File: src/hdl/scy_pkg.sv
// Shared types, sizes and helper functions of the scytale transposition block.
// No dependencies; compiled first.
package scy_pkg;

  localparam int MAX_ROWS   = 8;
  localparam int MAX_COLS   = 8;
  localparam int CELLS      = MAX_ROWS * MAX_COLS;
  localparam int ROW_W      = (MAX_ROWS > 1) ? $clog2(MAX_ROWS) : 1;
  localparam int COL_W      = (MAX_COLS > 1) ? $clog2(MAX_COLS) : 1;
  localparam int ADDR_W     = (CELLS > 1) ? $clog2(CELLS) : 1;
  localparam int DIM_W      = 4;
  localparam int CNT_W      = 7;
  localparam int CHAR_W     = 8;
  localparam int CFG_IDX_W  = 2;
  localparam int CFG_DATA_W = 4;

  typedef enum logic [CFG_IDX_W-1:0] {
    REG_ROWS = 2'd0,
    REG_COLS = 2'd1,
    REG_MODE = 2'd2
  } cfg_reg_t;

  // One complete block waiting in a bank
  typedef struct packed {
    logic             bank;
    logic [DIM_W-1:0] rows;
    logic [DIM_W-1:0] cols;
    logic             decrypt;
    logic [CNT_W-1:0] total;
  } job_t;

  typedef struct packed {
    logic              en;
    logic [ADDR_W:0]   addr;
    logic [CHAR_W-1:0] data;
  } wr_t;

  typedef struct packed {
    logic valid;
    logic bank;
  } done_t;

  // zero reads as one, large values saturate
  function automatic logic [DIM_W-1:0] eff_dim(input logic [DIM_W-1:0] v, input int unsigned lim);
    if (v == '0) return DIM_W'(1);
    if (32'(v) > lim) return DIM_W'(lim);
    return v;
  endfunction

  function automatic logic [ADDR_W-1:0] cell_addr(input logic [ROW_W-1:0] row,
                                                  input logic [COL_W-1:0] col);
    return ADDR_W'(int'(row) * MAX_COLS + int'(col));
  endfunction

endpackage

File: src/hdl/scy_if.sv
// Valid/ready channel interfaces for the byte input and the transposed output.
// Depends on scy_pkg.
interface scy_in_if;
  import scy_pkg::*;
  logic              valid;
  logic              ready;
  logic [CHAR_W-1:0] char_in;
  modport source (output valid, output char_in, input ready);
  modport sink (input valid, input char_in, output ready);
endinterface

interface scy_out_if;
  import scy_pkg::*;
  logic              valid;
  logic              ready;
  logic [CHAR_W-1:0] char_out;
  logic              block_last;
  modport source (output valid, output char_out, output block_last, input ready);
  modport sink (input valid, input char_out, input block_last, output ready);
endinterface

File: src/hdl/scy_front.sv
// Front end: configuration registers, input acceptance and grid write addressing.
// Fills one of two banks and hands finished blocks on as jobs. Depends on scy_pkg, scy_if.
module scy_front import scy_pkg::*; (
  input  logic                  clk,
  input  logic                  rst_n,
  input  logic                  cfg_we,
  input  logic [CFG_IDX_W-1:0]  cfg_index,
  input  logic [CFG_DATA_W-1:0] cfg_data,
  scy_in_if.sink                in_ch,
  output wr_t                   wr_o,
  output job_t                  job_o,
  output logic                  push_o,
  input  logic                  q_full_i,
  input  done_t                 done_i
);

  logic [DIM_W-1:0]   rows_cfg_r, rows_cfg_nxt;
  logic [DIM_W-1:0]   cols_cfg_r, cols_cfg_nxt;
  logic               mode_r, mode_nxt;
  logic [ROW_W-1:0]   row_r, row_nxt;
  logic [COL_W-1:0]   col_r, col_nxt;
  logic [CNT_W-1:0]   fill_r, fill_nxt;
  logic               bank_r, bank_nxt;
  logic [1:0]         busy_r, busy_nxt;

  logic [DIM_W-1:0]   eff_rows, eff_cols;
  logic [2*DIM_W-1:0] prod;
  logic [CNT_W-1:0]   total;
  logic               accept, last_in, row_last, col_last, cfg_hit;

  assign eff_rows = eff_dim(rows_cfg_r, MAX_ROWS);
  assign eff_cols = eff_dim(cols_cfg_r, MAX_COLS);
  assign prod     = eff_rows * eff_cols;
  assign total    = prod[CNT_W-1:0];

  assign in_ch.ready = !busy_r[bank_r] && !q_full_i;
  assign accept      = in_ch.valid && in_ch.ready;
  assign last_in     = (fill_r == total - CNT_W'(1));
  assign row_last    = (DIM_W'(row_r) == eff_rows - DIM_W'(1));
  assign col_last    = (DIM_W'(col_r) == eff_cols - DIM_W'(1));

  assign wr_o.en   = accept;
  assign wr_o.addr = {bank_r, cell_addr(row_r, col_r)};
  assign wr_o.data = in_ch.char_in;

  assign push_o        = accept && last_in;
  assign job_o.bank    = bank_r;
  assign job_o.rows    = eff_rows;
  assign job_o.cols    = eff_cols;
  assign job_o.decrypt = mode_r;
  assign job_o.total   = total;

  always_comb begin
    rows_cfg_nxt = rows_cfg_r;
    cols_cfg_nxt = cols_cfg_r;
    mode_nxt     = mode_r;
    cfg_hit      = 1'b0;
    if (cfg_we) begin
      unique case (cfg_index)
        REG_ROWS: begin
          rows_cfg_nxt = cfg_data;
          cfg_hit      = 1'b1;
        end
        REG_COLS: begin
          cols_cfg_nxt = cfg_data;
          cfg_hit      = 1'b1;
        end
        REG_MODE: begin
          mode_nxt = cfg_data[0];
          cfg_hit  = 1'b1;
        end
        default: cfg_hit = 1'b0;
      endcase
    end
  end

  always_comb begin
    row_nxt  = row_r;
    col_nxt  = col_r;
    fill_nxt = fill_r;
    bank_nxt = bank_r;
    busy_nxt = busy_r;
    if (done_i.valid) busy_nxt[done_i.bank] = 1'b0;
    if (cfg_hit) begin
      // a register write drops the partial block
      row_nxt  = '0;
      col_nxt  = '0;
      fill_nxt = '0;
    end else if (accept) begin
      if (last_in) begin
        row_nxt          = '0;
        col_nxt          = '0;
        fill_nxt         = '0;
        bank_nxt         = !bank_r;
        busy_nxt[bank_r] = 1'b1;
      end else begin
        fill_nxt = fill_r + CNT_W'(1);
        if (mode_r) begin
          // decrypt fills column by column
          if (row_last) begin
            row_nxt = '0;
            col_nxt = col_r + COL_W'(1);
          end else begin
            row_nxt = row_r + ROW_W'(1);
          end
        end else begin
          if (col_last) begin
            col_nxt = '0;
            row_nxt = row_r + ROW_W'(1);
          end else begin
            col_nxt = col_r + COL_W'(1);
          end
        end
      end
    end
  end

  always_ff @(posedge clk) begin
    if (!rst_n) begin
      rows_cfg_r <= DIM_W'(1);
      cols_cfg_r <= DIM_W'(1);
      mode_r     <= 1'b0;
      row_r      <= '0;
      col_r      <= '0;
      fill_r     <= '0;
      bank_r     <= 1'b0;
      busy_r     <= '0;
    end else begin
      rows_cfg_r <= rows_cfg_nxt;
      cols_cfg_r <= cols_cfg_nxt;
      mode_r     <= mode_nxt;
      row_r      <= row_nxt;
      col_r      <= col_nxt;
      fill_r     <= fill_nxt;
      bank_r     <= bank_nxt;
      busy_r     <= busy_nxt;
    end
  end

endmodule

File: src/hdl/scy_queue.sv
// Two-entry job queue between the front end and the read-out engine.
// Depends on scy_pkg.
module scy_queue import scy_pkg::*; (
  input  logic clk,
  input  logic rst_n,
  input  logic push_i,
  input  job_t job_i,
  input  logic pop_i,
  output job_t job_o,
  output logic full_o,
  output logic empty_o
);

  job_t       slot_r [2];
  logic       wr_ptr_r, wr_ptr_nxt;
  logic       rd_ptr_r, rd_ptr_nxt;
  logic [1:0] count_r, count_nxt;
  logic       do_push, do_pop;

  assign full_o  = (count_r == 2'd2);
  assign empty_o = (count_r == 2'd0);
  assign job_o   = slot_r[rd_ptr_r];
  assign do_push = push_i && !full_o;
  assign do_pop  = pop_i && !empty_o;

  always_comb begin
    wr_ptr_nxt = do_push ? !wr_ptr_r : wr_ptr_r;
    rd_ptr_nxt = do_pop ? !rd_ptr_r : rd_ptr_r;
    count_nxt  = count_r;
    if (do_push && !do_pop) count_nxt = count_r + 2'd1;
    else if (do_pop && !do_push) count_nxt = count_r - 2'd1;
  end

  always_ff @(posedge clk) begin
    if (!rst_n) begin
      wr_ptr_r <= 1'b0;
      rd_ptr_r <= 1'b0;
      count_r  <= '0;
    end else begin
      wr_ptr_r <= wr_ptr_nxt;
      rd_ptr_r <= rd_ptr_nxt;
      count_r  <= count_nxt;
    end
  end

  always_ff @(posedge clk) begin
    if (do_push) slot_r[wr_ptr_r] <= job_i;
  end

endmodule

File: src/hdl/scy_back.sv
// Read-out engine: the two-bank grid memory and the transposed read sequence.
// Registered read, then an output register toward the sink. Depends on scy_pkg, scy_if.
module scy_back import scy_pkg::*; (
  input  logic     clk,
  input  logic     rst_n,
  input  wr_t      wr_i,
  input  job_t     q_job_i,
  input  logic     q_empty_i,
  output logic     q_pop_o,
  output done_t    done_o,
  scy_out_if.source out_ch
);

  logic [CHAR_W-1:0] grid_mem [2*CELLS];

  logic              active_r, active_nxt;
  job_t              job_r;
  logic [ROW_W-1:0]  row_r, row_nxt;
  logic [COL_W-1:0]  col_r, col_nxt;
  logic [CNT_W-1:0]  cnt_r, cnt_nxt;

  logic              s1_v_r, s1_v_nxt;
  logic              s1_last_r;
  logic [CHAR_W-1:0] rd_data_r;
  logic              out_v_r, out_v_nxt;
  logic [CHAR_W-1:0] out_data_r;
  logic              out_last_r;

  logic out_free, s1_move, issue, is_last, row_last, col_last;

  assign out_free = !out_v_r || out_ch.ready;
  assign s1_move  = s1_v_r && out_free;
  assign issue    = active_r && (!s1_v_r || out_free);
  assign is_last  = (cnt_r == job_r.total - CNT_W'(1));
  assign row_last = (DIM_W'(row_r) == job_r.rows - DIM_W'(1));
  assign col_last = (DIM_W'(col_r) == job_r.cols - DIM_W'(1));

  assign q_pop_o      = !active_r && !q_empty_i;
  assign done_o.valid = issue && is_last;
  assign done_o.bank  = job_r.bank;

  assign out_ch.valid      = out_v_r;
  assign out_ch.char_out   = out_data_r;
  assign out_ch.block_last = out_last_r;

  always_ff @(posedge clk) begin
    if (wr_i.en) grid_mem[wr_i.addr] <= wr_i.data;
  end

  always_ff @(posedge clk) begin
    if (issue) rd_data_r <= grid_mem[{job_r.bank, cell_addr(row_r, col_r)}];
  end

  always_comb begin
    active_nxt = active_r;
    row_nxt    = row_r;
    col_nxt    = col_r;
    cnt_nxt    = cnt_r;
    if (q_pop_o) begin
      active_nxt = 1'b1;
      row_nxt    = '0;
      col_nxt    = '0;
      cnt_nxt    = '0;
    end else if (issue) begin
      if (is_last) begin
        active_nxt = 1'b0;
      end else begin
        cnt_nxt = cnt_r + CNT_W'(1);
        if (job_r.decrypt) begin
          // decrypt reads row by row
          if (col_last) begin
            col_nxt = '0;
            row_nxt = row_r + ROW_W'(1);
          end else begin
            col_nxt = col_r + COL_W'(1);
          end
        end else begin
          if (row_last) begin
            row_nxt = '0;
            col_nxt = col_r + COL_W'(1);
          end else begin
            row_nxt = row_r + ROW_W'(1);
          end
        end
      end
    end
  end

  always_comb begin
    s1_v_nxt = s1_v_r;
    if (issue) s1_v_nxt = 1'b1;
    else if (s1_move) s1_v_nxt = 1'b0;
    out_v_nxt = out_v_r;
    if (s1_move) out_v_nxt = 1'b1;
    else if (out_ch.ready) out_v_nxt = 1'b0;
  end

  always_ff @(posedge clk) begin
    if (!rst_n) begin
      active_r <= 1'b0;
      row_r    <= '0;
      col_r    <= '0;
      cnt_r    <= '0;
      s1_v_r   <= 1'b0;
      out_v_r  <= 1'b0;
    end else begin
      active_r <= active_nxt;
      row_r    <= row_nxt;
      col_r    <= col_nxt;
      cnt_r    <= cnt_nxt;
      s1_v_r   <= s1_v_nxt;
      out_v_r  <= out_v_nxt;
    end
  end

  always_ff @(posedge clk) begin
    if (q_pop_o) job_r <= q_job_i;
    if (issue) s1_last_r <= is_last;
    if (s1_move) begin
      out_data_r <= rd_data_r;
      out_last_r <= s1_last_r;
    end
  end

`ifndef NO_ASSERTIONS
  a_cnt_in_block: assert property (@(posedge clk) disable iff (!rst_n)
    active_r |-> (cnt_r < job_r.total))
    else $error("read counter ran past the block size");

  a_last_ends_job: assert property (@(posedge clk) disable iff (!rst_n)
    (issue && is_last) |=> !active_r)
    else $error("read engine still active after the last read");

  a_pop_starts_job: assert property (@(posedge clk) disable iff (!rst_n)
    q_pop_o |=> (active_r && cnt_r == '0))
    else $error("job pop did not start a fresh read sequence");

  a_stage_holds: assert property (@(posedge clk) disable iff (!rst_n)
    (s1_v_r && !out_free) |=> (s1_v_r && $stable(rd_data_r)))
    else $error("read data stage lost its byte under backpressure");
`endif

endmodule

File: src/hdl/scytale_transposition.sv
// Scytale transposition block. Bytes are written into a rows x cols grid (row by row when
// encrypting, column by column when decrypting) and, once the block is full, read out in the
// other order with block_last on the final byte. The grid memory has two 64-byte banks: the
// front end fills one bank at one byte per cycle while not stalled, and the read-out engine
// drains the other at one byte per cycle while the sink is ready, so a stream of blocks runs at
// up to one byte per cycle on each side. Input stalls only when both banks hold blocks not yet
// fully read. A write to the rows, cols or mode register restarts the block being filled.
// Depends on scy_pkg, scy_if, scy_front, scy_queue, scy_back.
module scytale_transposition import scy_pkg::*; (
  input  logic                  clk,
  input  logic                  rst_n,
  input  logic                  cfg_we,
  input  logic [CFG_IDX_W-1:0]  cfg_index,
  input  logic [CFG_DATA_W-1:0] cfg_data,
  scy_in_if.sink                in_ch,
  scy_out_if.source             out_ch
);

  wr_t   wr;
  job_t  push_job, pop_job;
  logic  push, pop, q_full, q_empty;
  done_t done;

  scy_front u_front (
    .clk       (clk),
    .rst_n     (rst_n),
    .cfg_we    (cfg_we),
    .cfg_index (cfg_index),
    .cfg_data  (cfg_data),
    .in_ch     (in_ch),
    .wr_o      (wr),
    .job_o     (push_job),
    .push_o    (push),
    .q_full_i  (q_full),
    .done_i    (done)
  );

  scy_queue u_queue (
    .clk     (clk),
    .rst_n   (rst_n),
    .push_i  (push),
    .job_i   (push_job),
    .pop_i   (pop),
    .job_o   (pop_job),
    .full_o  (q_full),
    .empty_o (q_empty)
  );

  scy_back u_back (
    .clk       (clk),
    .rst_n     (rst_n),
    .wr_i      (wr),
    .q_job_i   (pop_job),
    .q_empty_i (q_empty),
    .q_pop_o   (pop),
    .done_o    (done),
    .out_ch    (out_ch)
  );

endmodule

File: src/flat_wrapper.sv
// flat-port wrapper written by rule: the top's interface ports become plain ports
module scytale_transposition_flat import scy_pkg::*;
  (clk, rst_n, cfg_we, cfg_index, cfg_data, in_ch_valid, in_ch_char_in, in_ch_ready, out_ch_valid, out_ch_char_out, out_ch_block_last, out_ch_ready);
  scy_in_if in_ch_i ();
  scy_out_if out_ch_i ();
  input  logic clk;
  input  logic rst_n;
  input  logic cfg_we;
  input  logic [CFG_IDX_W-1:0] cfg_index;
  input  logic [CFG_DATA_W-1:0] cfg_data;
  input wire logic [$bits(in_ch_i.valid)-1:0] in_ch_valid;
  input wire logic [$bits(in_ch_i.char_in)-1:0] in_ch_char_in;
  output wire logic [$bits(in_ch_i.ready)-1:0] in_ch_ready;
  output wire logic [$bits(out_ch_i.valid)-1:0] out_ch_valid;
  output wire logic [$bits(out_ch_i.char_out)-1:0] out_ch_char_out;
  output wire logic [$bits(out_ch_i.block_last)-1:0] out_ch_block_last;
  input wire logic [$bits(out_ch_i.ready)-1:0] out_ch_ready;
  assign in_ch_i.valid = in_ch_valid;
  assign in_ch_i.char_in = in_ch_char_in;
  assign in_ch_ready = in_ch_i.ready;
  assign out_ch_valid = out_ch_i.valid;
  assign out_ch_char_out = out_ch_i.char_out;
  assign out_ch_block_last = out_ch_i.block_last;
  assign out_ch_i.ready = out_ch_ready;
  scytale_transposition u_core (.clk(clk), .rst_n(rst_n), .cfg_we(cfg_we), .cfg_index(cfg_index), .cfg_data(cfg_data), .in_ch(in_ch_i), .out_ch(out_ch_i));
endmodule
File: config.mk
export PLATFORM = sky130hd
export DESIGN_NAME = scytale_transposition_flat
export DESIGN_NICKNAME = d
export VERILOG_FILES = /design/src/hdl/scy_pkg.sv /design/src/hdl/scy_if.sv /design/src/hdl/scy_front.sv /design/src/hdl/scy_queue.sv /design/src/hdl/scy_back.sv /design/src/hdl/scytale_transposition.sv /design/src/flat_wrapper.sv
export SDC_FILE = /design/constraint.sdc
export NUM_CORES = 1
export LEC_CHECK = 0
export ABC_AREA = 1
export BUFFER_PORTS_ARGS = -buffer_cell sky130_fd_sc_hd__clkbuf_2
export CAP_MARGIN = 15
export CELL_PAD_IN_SITES_DETAIL_PLACEMENT = 1
export CELL_PAD_IN_SITES_GLOBAL_PLACEMENT = 1
export CORE_MARGIN = 2
export CORE_UTILIZATION = 56
export CTS_BUF_LIST = sky130_fd_sc_hd__clkbuf_16
export DETAILED_ROUTE_END_ITERATION = 10
export PLACE_DENSITY_LB_ADDON = 0.1
export SLEW_MARGIN = 20
export SYNTH_ARGS = -nofsm -noshare
export SYNTH_HDL_FRONTEND = slang
export SYNTH_SLANG_ARGS = --single-unit
File: constraint.sdc
create_clock -name clk -period 10.1 [get_ports clk]
set_input_delay 1.01 -clock clk [delete_from_list [all_inputs] [get_ports clk]]
set_output_delay 1.01 -clock clk [all_outputs]
set_load 0.1 [all_outputs]
==> results.cfg <==
[yosys]
syn_avg_cell_area_sq_um = 11.9
synth_sequential_area_ratio = 0.723
number_of_register_bits_inferred_by_synthesis = 1138
syn-instance-count = 3912
synth.cell_area_sq_um = 46600
synth-async-reset-ratio = 0
most_instantiated_flip_flop_cell_in_the_synthesis_netlist = edfxtp_1
yosys_warnings = 0
yosys.cell_types.count = 41
synth_nets = 3961
synth_edf_count = 1093

[clocking]
numClockSinks = 1138
number_of_buffers_inserted_by_hold_repair_at_cts = 0
clock-root-buffer = clkbuf_16
cts_made_buffers = 114
h-tree-depth = 3
postCtsSetupBuffers = 0
clock_latency_ps = 700
tritoncts = yes
clkTransAtPathRegs_ps = 60
ctsResizeCount = 0
cts_max_path_buffers = 3

[critical_path]
worst_setup_path_start_kind = register
timing.setup.critical_path_class = reg2reg
worst_path_max_delay_cell = buf_4
worst-endpoint-arrival_ps = 5350
crit_end_element = register
r2r_setup_slack_ps = 5300
path_cells = buf_4 > buf_4 > buf_4 > o21ai_0 > o22ai_1 > nand2_1 > nand3_1 > nand3_1 > nand2_1 > nand2_1 > nand3_1 > and2_1
reg2reg_depth = 12
critical_path.top_delay_family = buffers and inverters
delay_contributed_by_the_slowest_stage_of_the_critical_path_ps = 830
rr_endpoint = u_core.u_back.rd_data_r[3]
path_depth = 12
cp.buffers_inverters = 3
timing.critical_path.required_ps = 10650
crit_fanout = 82
r2r_start = u_core.u_back.col_r[1]

[placed_design]
io_buffer_count = 29
dp_cells = 4801
gp_congestion = 0.838
dp_hpwl_mm = 78.0

[timing]
unrepaired_setup_endpoints_after_global_routing = false
maxClockFrequency_mhz = 208
layout_min_cycle_time_ps = 4800
slew_violations = 0
finalCritPeriodShare = 0.475
final-hold-violation-count = 0
final-setup-viol-count = 0
fin_setup_tns_ps = 0
skew_ps = 33.2
slew-limit-headroom = 0.273
tightest_slew_ps = 1090

[power]
power.clock.fraction = 0.334
p_sw_uw = 3950
share_comb_of_total_power = 0.221
irDropWorstVdd_mv = 0.184
cellLeakagePower_uw = 0.0174
power.share.switching = 0.322
power_report.internal_total_uw = 8300
power-per-cell-area_nw_per_um2 = 240
share_seq_of_total_power = 0.445

[layout]
area_added_between_synthesis_and_finish_pct = 9.35
drive_gt1_frac = 0.0676
finalNetCount = 3896
most_common_cell_after_layout_fill_and_taps_aside = edfxtp_1
area_taken_by_multi_input_logic_gates_sq_um = 11500
fill_cells = 8092
ff_latch_area_sq_um = 33700
instances_no_fill = 5005
final_cell_mix = edfxtp_1, nor2_1, nand2_1, o21ai_0, o22ai_1

[run_status]
outcome = finished clean

[detailed_routing]
finalWirelength_mm = 137
drtPass1Iterations = 5
via_count = 31900
detail-route-antenna-nets = 0
detail_route.drc_violations = 0
drt-vias-per-instance = 6.37
routed_wire_length_per_instance_microns = 27.4
drtIter0Drc = 3315

[min_path]
min-delay-path-class = reg2reg
hold_start = u_core.u_back.rd_data_r[2]
whs_path_depth = 0
worst_hold_path.endpoint = u_core.u_back.out_ch.char_out[2]

[floorplan]
die_area_sq_um = 85600
core_sq_um = 82200
core.rowCount = 105
die_width_microns = 293
vertical_die_dimension_microns = 293
ioPinCount = 30
initial_standard_cell_utilization_of_the_core = 0.567

[grt]
grt_first_pass_wirelength_mm = 207
grt_pass1_vias = 33700
grt_start_max_net_pins = 226
grt_overflow = 0
antenna_found_initial = 2
track_usage = 0.320

[flow_run]
max-cap-violations = 0
## power by group through the flow
stage	Clock, uW	Combinational [uW]	Sequential (uW)
final	4090	2710	5450
after global routing	4280	2940	5450
after CTS	4110	2680	5440
after detailed placement	0	2630	5540
after global placement	0	2480	5530
after floorplan	0	1700	5500
## flip-flops by register name, summed over array words and instances (netlist names), 2 cells and up
name	cells
u_core.u_back.grid_mem	1024
u_core.u_queue.slot_r	34
u_core.u_back.job_r	16
u_core.u_back.out_ch.char_out	8
u_core.u_back.rd_data_r	8
u_core.u_back.cnt_r	7
u_core.u_front.fill_r	7
u_core.u_front.cols_cfg_r	4
u_core.u_front.rows_cfg_r	4
u_core.u_back.col_r	3
u_core.u_back.row_r	3
u_core.u_front.col_r	3
u_core.u_front.row_r	3
u_core.u_front.busy_r	2
u_core.u_queue.count_r	2
## cells in the mapped netlist (all sizes together), types with 2 or more instances
| cell type | n | area [sq um] |
|---|---|---|
| inv | 91 | 344 |
| and2 | 5 | 31.3 |
| nand2 | 550 | 2120 |
| o21a | 5 | 37.5 |
| clkinv | 3 | 11.3 |
| o211ai | 2 | 15.0 |
| edfxtp | 1093 | 32800 |
| dfxtp | 45 | 901 |
| o22ai | 256 | 1600 |
| xor2 | 24 | 210 |
| clkbuf | 160 | 603 |
| buf | 88 | 442 |
| nand4 | 15 | 113 |
| ha | 26 | 325 |
| nor3 | 5 | 25.0 |
| nand3b | 3 | 22.5 |
| nor2 | 704 | 2670 |
| a21oi | 43 | 219 |
| nand3 | 228 | 1150 |
| fa | 4 | 80.1 |
| xnor2 | 14 | 123 |
| o21ai | 545 | 2730 |
## area by class of cell
type                            count  share of cell area
Sequential cell                  1138               0.662
Multi-Input combinational cell   2432               0.226
Clock buffer                      115              0.0565
Tap cell                         1070              0.0263
Clock inverter                     88              0.0131
Timing Repair Buffer               67             0.00923
Inverter                           94             0.00732
Antenna cell                        1           0.0000491
## worst reg2reg max path, stage by stage, from the launching register on
cell and delay (ps):
dfxtp_4 660, buf_4 840, buf_4 860, buf_4 860, o21ai_0 280, o22ai_1 230
nand2_1 120, nand3_1 200, nand3_1 100, nand2_1 150, nand2_1 100, nand3_1 150
and2_1 140
## metal layers
layer  track usage  up-vias  share of wire
li1              -    13900              -
met5             0        -        0.00020
met4         0.116        4          0.035
met2         0.538     1312           0.49
met3        0.0474      305          0.073
met1         0.427    16300           0.40
## cell families (layout without fill, tap and decap cells)
family	Yosys count	count (layout)	share of synthesized area
multiplexers	1	1	0.000215
AND/OR/NAND/NOR	1511	1511	0.132
AO/OA/AOI/OAI	852	852	0.0989
buffers and inverters	342	364	0.0300
flip-flops	1138	1138	0.723
adder cells (fa/ha/maj)	30	30	0.00870
XOR/XNOR	38	38	0.00714
other	0	1	0
## worst max path at each step
stage                                 start                            to  slack, ps
2_1_floorplan  u_core.u_front.rows_cfg_r[3]   u_core.u_queue.slot_r[0][0]       5270
3_3_place_gp   u_core.u_front.rows_cfg_r[3]  u_core.u_queue.slot_r[1][15]       5560
3_5_place_dp   u_core.u_front.cols_cfg_r[3]  u_core.u_queue.slot_r[1][15]       5460
4_1_cts        u_core.u_front.cols_cfg_r[3]  u_core.u_queue.slot_r[1][12]       5430
5_1_grt              u_core.u_back.col_r[1]    u_core.u_back.rd_data_r[2]       5050
6_report             u_core.u_back.col_r[1]    u_core.u_back.rd_data_r[3]       5300
## stage by stage
| step | hold WS, ps | util | setup WS (ps) | power, uW | area (sq um) |
|---|---|---|---|---|---|
| floorplan | 400 | - | 5270 | 7200 | 46600 |
| global placement | 412 | 0.576 | 5560 | 8010 | 47400 |
| detailed placement | 412 | 0.576 | 5460 | 8170 | 47400 |
| CTS | 426 | 0.620 | 5430 | 12200 | 51000 |
| global route | 439 | 0.620 | 5050 | 12700 | 51000 |
| finish | 426 | 0.620 | 5300 | 12200 | 51000 |
Note: power is estimated with default switching activity, not from simulation.
